<file path="src/sv/scfg_pkg.sv">
// Shared types, constants and a helper function for the sinc FIR coefficient generator.
package scfg_pkg;

	localparam int MAX_TAPS_DEF        = 63;
	localparam int COEFF_FRAC_BITS_DEF = 30;
	localparam int CORDIC_STEPS        = 30;
	localparam logic [31:0] CORDIC_GAIN_Q30 = 32'd652032874;
	localparam logic [31:0] INV_PI_Q32      = 32'd1367130551;

	// Arctangent of 2^-k in units of 2^-32 of a full turn.
	localparam logic [31:0] ATAN_TURNS [CORDIC_STEPS] = '{
		32'd536870912, 32'd316933406, 32'd167458907, 32'd85004756, 32'd42667331,
		32'd21354465, 32'd10679838, 32'd5340245, 32'd2670163, 32'd1335087,
		32'd667544, 32'd333772, 32'd166886, 32'd83443, 32'd41722, 32'd20861,
		32'd10430, 32'd5215, 32'd2608, 32'd1304, 32'd652, 32'd326, 32'd163,
		32'd81, 32'd41, 32'd20, 32'd10, 32'd5, 32'd3, 32'd1
	};

	typedef enum logic [1:0] {
		ST_OK          = 2'd0,
		ST_BAD_LEN     = 2'd1,
		ST_ZERO_ENERGY = 2'd2
	} status_t;

	typedef struct packed {
		logic        req_type;
		logic [23:0] cutoff_freq;
		logic [23:0] sample_rate;
		logic [5:0]  num_taps;
	} req_t;

	typedef struct packed {
		logic signed [31:0] coeff_value;
		logic [5:0]         tap_index;
		logic               last_tap;
		status_t            status;
	} result_t;

	typedef enum logic [3:0] {
		S_IDLE, S_ERR, S_TAP, S_CDIV, S_RDIV, S_TDIV, S_CORD, S_MUL,
		S_SDIV, S_ACC, S_SQ, S_CHK, S_SQRT, S_RD, S_RDW, S_ODIV
	} state_t;

	// Applies a sign to a magnitude and saturates to the signed 32-bit range.
	function automatic logic [31:0] sat_mag(input logic neg, input logic [63:0] q);
		logic [31:0] r;
		if (neg) begin
			if (q > 64'h0000_0000_8000_0000) r = 32'h8000_0000;
			else r = ~q[31:0] + 32'd1;
		end else begin
			if (q > 64'h0000_0000_7FFF_FFFF) r = 32'h7FFF_FFFF;
			else r = q[31:0];
		end
		return r;
	endfunction

endpackage

</file>
<file path="src/sv/scfg_cordic.sv">
// Iterative rotation-mode CORDIC sine, one micro-rotation per cycle.
module scfg_cordic import scfg_pkg::*; (
	input  logic               clk,
	input  logic               arst_n,
	input  logic               start,
	input  logic [31:0]        turn,
	output logic               done,
	output logic signed [33:0] sin_val
);

	logic               busy_q, done_q, flip_q;
	logic [4:0]         cnt_q;
	logic signed [33:0] x_q, y_q, z_q, xs, ys, ang;
	logic               flip;
	logic [31:0]        folded;

	// Fold the angle into the quarter turn either side of zero.
	always_comb begin
		flip   = (turn >= 32'h4000_0000) && (turn < 32'hC000_0000);
		folded = flip ? turn - 32'h8000_0000 : turn;
		xs     = x_q >>> cnt_q;
		ys     = y_q >>> cnt_q;
		ang    = $signed({2'b00, ATAN_TURNS[cnt_q]});
	end

	// Control: step count and completion pulse.
	always_ff @(posedge clk or negedge arst_n) begin
		if (!arst_n) begin
			busy_q <= 1'b0;
			done_q <= 1'b0;
			cnt_q  <= '0;
		end else begin
			done_q <= 1'b0;
			if (start) begin
				busy_q <= 1'b1;
				cnt_q  <= '0;
			end else if (busy_q) begin
				cnt_q <= cnt_q + 5'd1;
				if (cnt_q == 5'(CORDIC_STEPS - 1)) begin
					busy_q <= 1'b0;
					done_q <= 1'b1;
				end
			end
		end
	end

	// Datapath: rotate towards zero residual angle.
	always_ff @(posedge clk) begin
		if (start) begin
			x_q    <= $signed({2'b00, CORDIC_GAIN_Q30});
			y_q    <= '0;
			z_q    <= $signed({{2{folded[31]}}, folded});
			flip_q <= flip;
		end else if (busy_q) begin
			if (!z_q[33]) begin
				x_q <= x_q - ys;
				y_q <= y_q + xs;
				z_q <= z_q - ang;
			end else begin
				x_q <= x_q + ys;
				y_q <= y_q - xs;
				z_q <= z_q + ang;
			end
		end
	end

	assign done    = done_q;
	assign sin_val = flip_q ? -y_q : y_q;

endmodule

</file>
<file path="config.mk">
export PLATFORM = sky130hd
export DESIGN_NAME = scfg_cordic
export DESIGN_NICKNAME = d
export VERILOG_FILES = /design/src/sv/scfg_pkg.sv /design/src/sv/scfg_cordic.sv
export SDC_FILE = /design/constraint.sdc
export NUM_CORES = 1
export LEC_CHECK = 0
export BUFFER_PORTS_ARGS = -buffer_cell sky130_fd_sc_hd__buf_2
export CAP_MARGIN = 5
export CORE_ASPECT_RATIO = 1.2
export CORE_MARGIN = 5
export CORE_UTILIZATION = 55
export CTS_CLUSTER_DIAMETER = 60
export DETAILED_ROUTE_END_ITERATION = 10
export HOLD_SLACK_MARGIN = 0.12
export PLACE_DENSITY_LB_ADDON = 0.12
export SLEW_MARGIN = 20
export SYNTH_ARGS = -nofsm -noshare
export SYNTH_HDL_FRONTEND = slang
export SYNTH_SLANG_ARGS = --single-unit
</file>
<file path="constraint.sdc">
create_clock -name clk -period 7.5 [get_ports clk]
set_input_delay 1.5 -clock clk [delete_from_list [all_inputs] [get_ports clk]]
set_output_delay 1.5 -clock clk [all_outputs]
set_load 0.02 [all_outputs]
</file>
=== Yosys cells after proc, flatten, opt, wreduce, memory -nomap -nowiden ===
Memories as Yosys holds them, arrays and structs flattened.
Index checks and enable logic that the tools add are counted.

* Register bits after elaboration: 110
* ROM bits: 1024
* Input bits: 35
* Output and inout port bits: 35
* Logic and storage cells: 43
* Memories kept: 1

{| class="wikitable"
|+ Memories
! memory !! depth !! width !! rd ports !! clocked after Yosys merged registers in !! write ports !! RTL line !! source
|-
| (no name shown) || 32 || 32 || 1 || 0 || 0 || scfg_cordic.sv:23 || <nowiki>ang = $signed({2'b00, ATAN_TURNS[cnt_q]});</nowiki>
|}

* Add/sub/neg operators: 9
* Magnitude comparators: 3
* Equal/unequal tests: 1
* Shifts and indexed selects: 2
* Muxes and demuxes: 17
* Bitwise logic cells: 1
* Reduce and logical (&&, ||, !) cells: 2

{| class="wikitable"
|+ Operators with widths
! operator !! number
|-
| two-way mux 34 bit || 6
|-
| two-way mux 32 bit || 3
|-
| adder 34 bit || 2
|-
| >>> shifter 34 x 5 -> 34 bit || 2
|-
| subtractor 34 bit || 2
|-
| adder 34 x 33 -> 34 bit || 1
|-
| negation 34 bit || 1
|-
| subtractor 34 x 33 -> 34 bit || 1
|-
| greater-or-equal comparator 32 x 31 -> 1 bit, second input constant || 1
|-
| < comparator 32 bit, second input constant || 1
|-
| subtractor 32 bit, second input constant || 1
|-
| two-way mux 5 bit || 2
|-
| greater-or-equal comparator 6 bit, second input constant || 1
|-
| two-way mux 1 bit || 6
|-
| NOT 5 -> 6 bit || 1
|-
| adder 5 x 1 -> 5 bit, second input constant || 1
|-
| == test 5 bit, second input constant || 1
|-
| nonzero test 2 bit || 1
|-
| logical AND 1 bit || 1
|}

=== Logic depth before layout (Yosys ltp) ===
Gate-level depths: netlist (run 1).

* Word-level depth: 8
* Depth in mapped cells: 31
* Gate-level depth less buffers: 24

=== Worst setup path before layout (run 1) ===
Ideal clock, no wire load.

* Kind: reg2reg
* Start point: register cnt_q[0]
* End point: register z_q[32] (data pin)
* Data arrival time: 6.154 ns
* Path slack: 1.079 ns
* Cell stages (with the launch flop): 29
* Buffers on the path: 6
* Period minus slack after synthesis: 6.421 ns
* Path through: dfrtp_1 > buf_6 > buf_2 > inv_2 > buf_2 > buf_1 > ha_1 > clkbuf_1 > o21ai_0 > a221o_1 > nor4_1 > nand2b_1 > nor2_1 > and2_1 > a41o_1 > buf_2 > xor2_1 > ha_1 > a21o_1 > a21o_1 > a21oi_1 > o21ai_0 > or3_1 > o2111a_1 > o41a_1 > nand2b_1 > a31oi_1 > xor2_1 > o21ai_0

* Longest elaborated chain between the ends: 8
* Elaborated cells between the ends (all ways): 9
* Those cells by class: add/sub (2); mux (5); bitwise (1); memory (1)

{| class="wikitable"
|+ Ends and longest elaborated chain
! element !! RTL line !! source
|-
| start: declaration || scfg_cordic.sv:12 || <nowiki>logic [4:0] cnt_q;</nowiki>
|-
| start signal: assignment || scfg_cordic.sv:38 || <nowiki>cnt_q <= cnt_q + 5'd1;</nowiki>
|-
| NOT 5 -> 6 bit (implied by the code) (*) || scfg_cordic.sv:23 ||
|-
| memory read (32 x 32 bit) (*) || -- ||
|-
| two-way mux 32 bit (implied by the code) (*) (2 in series) || scfg_cordic.sv:23 ||
|-
| subtractor 34 x 33 -> 34 bit or adder 34 x 33 -> 34 bit (tied branches) || scfg_cordic.sv:58, scfg_cordic.sv:62 ||
|-
| two-way mux 34 bit (*) || scfg_cordic.sv:55 || <nowiki>if (!z_q[33]) begin</nowiki>
|-
| two-way mux 34 bit (*) || scfg_cordic.sv:54 || <nowiki>end else if (busy_q) begin</nowiki>
|-
| two-way mux 34 bit (*) || scfg_cordic.sv:49 || <nowiki>if (start) begin</nowiki>
|-
| end signal: assignment || scfg_cordic.sv:52 || <nowiki>z_q <= $signed({{2{folded[31]}}, folded});</nowiki>
|-
| end signal: assignment || scfg_cordic.sv:58 || <nowiki>z_q <= z_q - ang;</nowiki>
|-
| end signal: assignment || scfg_cordic.sv:62 || <nowiki>z_q <= z_q + ang;</nowiki>
|-
| end: declaration || scfg_cordic.sv:13 || <nowiki>logic signed [33:0] x_q, y_q, z_q, xs, ys, ang;</nowiki>
|}

Every way passes the cells marked *; elsewhere a longest branch is shown, timed or not. The select of a mux whose other input is x is not followed.
A chain may end at the register's enable or synchronous reset.

=== Final worst setup path (run 1) ===
* Start point: register cnt_q[2]
* End point: register x_q[29]

* Longest elaborated chain between the ends: 3
* Elaborated cells between the ends (all ways): 4
* Those cells by class: add/sub (2); shift (1); mux (1)

{| class="wikitable"
|+ Ends and longest elaborated chain
! element !! RTL line !! source
|-
| >>> shifter 34 x 5 -> 34 bit (*) || scfg_cordic.sv:22 || <nowiki>ys = y_q >>> cnt_q;</nowiki>
|-
| subtractor 34 bit or adder 34 bit (tied branches) || scfg_cordic.sv:56, scfg_cordic.sv:60 ||
|-
| two-way mux 34 bit (*) || scfg_cordic.sv:55 ||
|-
| end signal: assignment || scfg_cordic.sv:50 || <nowiki>x_q <= $signed({2'b00, CORDIC_GAIN_Q30});</nowiki>
|-
| end signal: assignment || scfg_cordic.sv:56 || <nowiki>x_q <= x_q - ys;</nowiki>
|-
| end signal: assignment || scfg_cordic.sv:60 || <nowiki>x_q <= x_q + ys;</nowiki>
|-
| end: declaration || scfg_cordic.sv:13 ||
|}

Every way passes the cells marked *; elsewhere a longest branch is shown, timed or not.

==> flow_metrics.py, run 1 <==
metrics = {
    "sta": {
        "fmax_mhz": 145.6,
        "fin_crit_sh": 0.9156,
        "final.setup.tns_ns": 0,
        "slew_viol_final": 0,
        "min_period_ns": 6.867,
        "tightest_slew_ns": 1.241,
        "rsz0062_at_grt": "no",
        "setup_viol": 0,
        "finClkSkew_ns": 0.02516,
        "slew_headroom": 0.1690,
        "hold_violations": 0,
    },
    "synth": {
        "avgSynthCellArea_sq_um": 8.154,
        "synthDistinctLibCells": 104,
        "netlist_area_sq_um": 17320,
        "synth_enable_flop_cells": 35,
        "async_reset_ff_frac": 0.06364,
        "seq_area_frac_synth": 0.1494,
        "ys.flop_type": "dfxtp_1",
        "postSynthCellCount": 2124,
        "synth_seq_cells": 110,
        "synth_fp_nets": 2274,
        "yosysWarnings": 0,
    },
    "clock_tree": {
        "clkTransAtPathRegs_ns": 0.09,
        "cts_hold_buf": 0,
        "clock_sinks": 110,
        "root_buffer": "clkbuf_16",
        "clockBufferDepth": 2,
        "htree_levels": 3,
        "insertion_delay_ns": 0.40,
        "cts-buffers-inserted": 9,
        "cts_tree": "done",
    },
    "run_status": {
        "outcome": "finished, final reports clean",
    },
    "floorplanning": {
        "die_w_um": 172.0,
        "rows": 71,
        "ios": 70,
        "coreArea_sq_um": 31270,
        "dieArea_sq_um": 35150,
        "start_util": 0.5539,
        "die_h_um": 204.4,
    },
    "global_routing": {
        "antenna_found_initial": 0,
        "grt_pass1_wl_um": 99600,
        "grt_max_degree": 86,
        "grt_use_met3": 0.05707,
        "overflow": 0,
        "grt_util_met1": 0.4300,
        "grt_busiest_layer": "met2",
        "gr-usage-met2": 0.6085,
        "grt.total_usage": 0.3662,
        "grt_pass1_vias": 16890,
    },
    "hold_path": {
        "min-delay-path-class": "reg2reg",
        "hold_start": "x_q[0]$_SDFFE_PP0P_",
    },
    "final_layout": {
        "utilization": 0.5804,
        "multiInputGateArea_sq_um": 13650,
        "seqCellArea_sq_um": 2603,
        "num_antenna_cells": 0,
        "instances_no_fill": 2509,
        "layout_common_cells": "212 x nor2_1, 180 x a21oi_1, 173 x nand2_1, 136 x o21ai_0, 128 x xnor2_1",
        "n_fill_cell": 2941,
        "drive_gt1_frac": 0.1499,
        "stdcell_area_sq_um": 18150,
        "final_common_cell": "nor2_1",
        "nNetsFinal": 2253,
        "area_growth_pct": 4.790,
    },
    "placement": {
        "dp.cells": 2491,
        "port_buffers": 69,
        "post_dp_cell_area_sq_um": 17810,
        "hpwl_um": 48400,
        "gp_congestion": 1.059,
    },
    "setup_path": {
        "crit_start": "cnt_q[2]$_DFFE_PN0P_",
        "r2r_setup_slack_ns": 0.63,
        "worstReg2RegEnd": "x_q[29]$_SDFFE_PP1P_",
        "endpoint_kind": "register",
        "crit_fanout": 35,
        "crit_type": "reg2reg",
        "cp.arrival_ns": 7.11,
        "rr_startpoint": "cnt_q[2]$_DFFE_PN0P_",
        "worstRegToRegCells": 22,
        "crit_path_end": "x_q[29]$_SDFFE_PP1P_",
        "startpoint_type": "register",
        "critPathRequiredTime_ns": 7.74,
    },
    "routing": {
        "drtIter0Drc": 1511,
        "wl_per_cell_um": 26.16,
        "dr.pass1.iters": 5,
        "post-route-drc-count": 0,
        "vias": 17500,
        "postRouteAntennaNets": 0,
        "wl_um": 65640,
        "vias_per_cell": 6.973,
    },
    "job": {
        "cap_viol_max_count": 0,
    },
}
## state kept, by name (all words and copies together) (netlist names)
register / flops
cnt_q: 5
busy_q: 1
done: 1
y_q: 34
x_q: 34
flip_q: 1
z_q: 34
## critical path: stages (launching register included)
cell and delay [ns]:
dfrtp_4 0.74, buf_4 0.50, mux4_2 0.40, mux2i_2 0.53
o22ai_1 0.19, or2_2 0.39, nor4_1 0.37, buf_4 0.21
and3_1 0.18, a21oi_1 0.08, xnor2_1 0.16, ha_1 0.32
a21o_1 0.19, a21o_1 0.17, a21oi_1 0.21, o21ai_0 0.15
o21ai_0 0.35, a31oi_1 0.20, or4_1 0.45, and3_1 0.17
a2111oi_0 0.48, xor2_1 0.19, a2bb2oi_1 0.07
## synth_stat cells, drive strengths merged (35+ instances only)
master	instances	area [sq um]
a21oi	181	909.6
nand2	173	649.4
xor2	77	674.4
xnor2	129	1137
nor3	38	200.2
a21o	58	435.4
ha	112	1401
inv	49	183.9
edfxtp	35	1051
dfxtp	68	1361
o21ai	138	690.7
nor2	212	795.8
mux2	39	442.9
mux2i	74	744.5
a31oi	38	237.7
mux4	81	1866
buf	73	550.5
clkbuf	91	345.3
## logic make-up (layout without fill, tap and decap cells)
group | count (synthesis) | after routing | share of synthesized area
AO/OA/AOI/OAI | 670 | 670 | 0.2537
AND/OR/NAND/NOR | 615 | 615 | 0.1688
buffers and inverters | 214 | 198 | 0.06285
XOR/XNOR | 206 | 206 | 0.1046
multiplexers | 194 | 194 | 0.1763
adder cells (fa/ha/maj) | 115 | 115 | 0.08438
flip-flops | 110 | 110 | 0.1494
## routing by layer
layer,up-vias,share of wire
li1,7899,-
met1,8251,0.36
met2,1050,0.47
met3,295,0.084
met4,0,0.082
met5,-,0
## repair_timing
action / in CTS / in global routing
setup buffers: 0 / 2
resized for setup: 0 / 1
endpoints found under the setup margin: 0 / 2
endpoints found under the hold margin: 0 / 0
## worst min-delay path by stage
| stage | end | slack, ns | cells after the start |
|---|---|---|---|
| 2_1_floorplan | x_q[0]$_SDFFE_PP0P_ | 0.49 | 2 |
| 3_3_place_gp | x_q[0]$_SDFFE_PP0P_ | 0.55 | 2 |
| 3_5_place_dp | x_q[0]$_SDFFE_PP0P_ | 0.55 | 2 |
| 4_1_cts | x_q[0]$_SDFFE_PP0P_ | 0.56 | 2 |
| 5_1_grt | x_q[0]$_SDFFE_PP0P_ | 0.59 | 2 |
| 6_report | x_q[0]$_SDFFE_PP0P_ | 0.57 | 2 |
## metrics by stage
step	worst slack [ns]	hold slack [ns]
after floorplan	1.079	0.4854
after global placement	0.5462	0.5517
after detailed placement	0.4939	0.5518
after CTS	0.4598	0.5639
after global routing	0.1773	0.5939
final	0.6327	0.5681
## area by class of cell
type                    count  share of cell area
multi-input cells        1800              0.7524
flip-flops and latches    110              0.1434
repair buffers            133             0.05047
well taps                 401             0.02765
clock buffers               9             0.01241
inverters                  49             0.01013
clock inverters             7            0.003585
Power of run 1 is left out: the tool's default activity adds up to more than one toggle a clock period on the data nets, which glitch-free logic cannot reach.
==> inputs of run 2 (changes only) <==
Settings changed: CELL_PAD_IN_SITES_DETAIL_PLACEMENT set to 2, CELL_PAD_IN_SITES_GLOBAL_PLACEMENT set to 2, CORE_UTILIZATION 55 to 40, PLACE_DENSITY set to 0.92, PLACE_DENSITY_LB_ADDON 0.12 to unset.
Clock period 7.5 ns to 7.8 ns, I/O delays scaled along.
==> flow_metrics.py, run 2 (same netlist as run 1, synthesis figures left out) <==
metrics = {
    "final_layout": {
        "final_common_cell": "nor2_1",
        "drive_gt1_frac": 0.1443,
        "layout_common_cells": "212 x nor2_1, 180 x a21oi_1, 173 x nand2_1, 136 x o21ai_0, 128 x xnor2_1",
        "largest_registers": "x_q: 34 flops, y_q: 34 flops, z_q: 34 flops",
        "nNetsFinal": 2238,
        "area_growth_pct": 5.064,
        "n_fill_cell": 4891,
    },
    "clock_tree": {
        "insertion_delay_ns": 0.43,
        "htree_levels": 3,
        "cts-buffers-inserted": 9,
        "root_buffer": "clkbuf_16",
        "cts_tree": "done",
        "clockBufferDepth": 2,
        "clkTransAtPathRegs_ns": 0.09,
        "clock_sinks": 110,
        "cts_hold_buf": 0,
    },
    "placement": {
        "port_buffers": 69,
        "hpwl_um": 60450,
        "gp_congestion": 1.015,
    },
    "setup_path": {
        "crit_start": "cnt_q[0]$_DFFE_PN0P_",
        "crit_fanout": 38,
        "cp.arrival_ns": 7.84,
        "crit_top_cell": "a21oi_1",
        "cp.depth": 24,
        "rr_startpoint": "cnt_q[0]$_DFFE_PN0P_",
        "path_buf_inv": 2,
        "worstRegToRegCells": 24,
        "crit_type": "reg2reg",
        "worstReg2RegEnd": "y_q[31]$_SDFFE_PP0P_",
        "cpPeakStageDelay_ns": 0.82,
        "endpoint_kind": "register",
        "cp_top_family": "compound AO/OA/AOI/OAI gates",
        "critPathRequiredTime_ns": 8.12,
        "crit_path_end": "y_q[31]$_SDFFE_PP0P_",
        "r2r_setup_slack_ns": 0.28,
        "startpoint_type": "register",
        "crit_path_cell_trace": "buf_4, mux4_2, a32oi_1, o221ai_1, a21oi_1, ha_1, inv_1, or3_1, or2_2, nor2_1, a41oi_1, xor2_1, ha_1, a21oi_1, o21ai_0, o211ai_1, a21oi_1, a211o_1, nand3b_1, a31o_2, a31oi_1, o21ai_0, xor2_1, a22o_1",
        "slowest_stage": "dfrtp_4",
    },
    "sta": {
        "fin_crit_sh": 0.9642,
        "hold_violations": 0,
        "rsz0062_at_grt": "no",
        "slew_headroom": 0.1957,
        "min_period_ns": 7.521,
        "slew_viol_final": 0,
        "finClkSkew_ns": 0.01401,
        "setup_viol": 0,
        "tightest_slew_ns": 1.204,
        "final.setup.tns_ns": 0,
        "fmax_mhz": 133.0,
    },
    "hold_path": {
        "hold_start": "y_q[0]$_SDFFE_PP0P_",
        "whs_path_depth": 2,
        "min-delay-path-class": "reg2reg",
    },
    "global_routing": {
        "antenna_found_initial": 3,
        "overflow": 0,
        "grt_max_degree": 86,
        "grt.total_usage": 0.3283,
        "grt_pass1_wl_um": 121400,
        "grt_pass1_vias": 19950,
    },
    "floorplanning": {
        "die_h_um": 237.9,
        "dieArea_sq_um": 47580,
        "ios": 70,
        "rows": 83,
        "coreArea_sq_um": 42790,
        "start_util": 0.4048,
        "die_w_um": 200.0,
    },
    "routing": {
        "drtIter0Drc": 1509,
        "wl_per_cell_um": 30.18,
        "vias_per_cell": 6.954,
        "post-route-drc-count": 0,
        "dr.pass1.iters": 6,
        "postRouteAntennaNets": 0,
        "wl_um": 79850,
        "vias": 18400,
    },
    "job": {
        "cap_viol_max_count": 0,
    },
    "run_status": {
        "outcome": "finished, final reports clean",
    },
}
## run 2: cell count changes in the layout (fill, tap and decap cells not counted), sizes merged
cell,change
clkinvlp,-1
clkbuf,+1
inv,-1
diode,+1
clkinv,+1
buf,-15
## run 2: area by class of cell
class,instances,area (sq um),area share
antenna,1,2.502,0.0001375
clock buffer,10,239.0,0.01313
clock inverter,6,45.04,0.002475
inverter,49,183.9,0.01011
multi-input combinational,1800,13660,0.7509
sequential,110,2603,0.1430
tap,552,690.7,0.03796
timing repair buffer,118,769.5,0.04229
## run 2: worst min-delay path by stage
stage / to / slack, ns
CTS: x_q[0]$_SDFFE_PP0P_ / 0.60
finish: y_q[0]$_SDFFE_PP0P_ / 0.59
global placement: y_q[0]$_SDFFE_PP0P_ / 0.56
floorplan: x_q[0]$_SDFFE_PP0P_ / 0.49
global route: y_q[0]$_SDFFE_PP0P_ / 0.63
detailed placement: y_q[0]$_SDFFE_PP0P_ / 0.58
## run 2: worst register-to-register path, cell delays in order, from the launching register on
cell and delay, ns:
dfrtp_4 0.82, buf_4 0.61, mux4_2 0.64, a32oi_1 0.20, o221ai_1 0.19, a21oi_1 0.34, ha_1 0.28, inv_1 0.07
or3_1 0.44, or2_2 0.35, nor2_1 0.23, a41oi_1 0.17, xor2_1 0.19, ha_1 0.39, a21oi_1 0.27, o21ai_0 0.24
o211ai_1 0.27, a21oi_1 0.11, a211o_1 0.29, nand3b_1 0.17, a31o_2 0.25, a31oi_1 0.25, o21ai_0 0.20, xor2_1 0.21
a22o_1 0.23
## run 2: per-layer routing
metal,share of wire,vias up,global-route usage
li1,-,7842,-
met1,0.38,9351,0.3862
met2,0.49,877,0.5569
met3,0.068,329,0.06044
met4,0.064,2,0.1878
met5,0.00016,-,0
## run 2: per-stage QoR
stage	worst slack [ns]	hold slack [ns]	std cells	cell area, sq um	utilization
3_5_place_dp	0.4269	0.5840	2628	17870	0.4177
4_1_cts	0.2933	0.5967	2644	18160	0.4244
6_report	0.2794	0.5930	2646	18200	0.4253
2_1_floorplan	1.379	0.4854	2124	17320	-
5_1_grt	0.002218	0.6262	2646	18200	0.4253
3_3_place_gp	0.9097	0.5630	2628	17870	0.4177
## run 2: timing repair
| action | CTS | global route |
|---|---|---|
| endpoints found under the setup margin | 0 | 7 |
| resized for setup | 0 | 2 |
| setup buffers | 0 | 1 |
Power of run 2 is left out for the same reason.
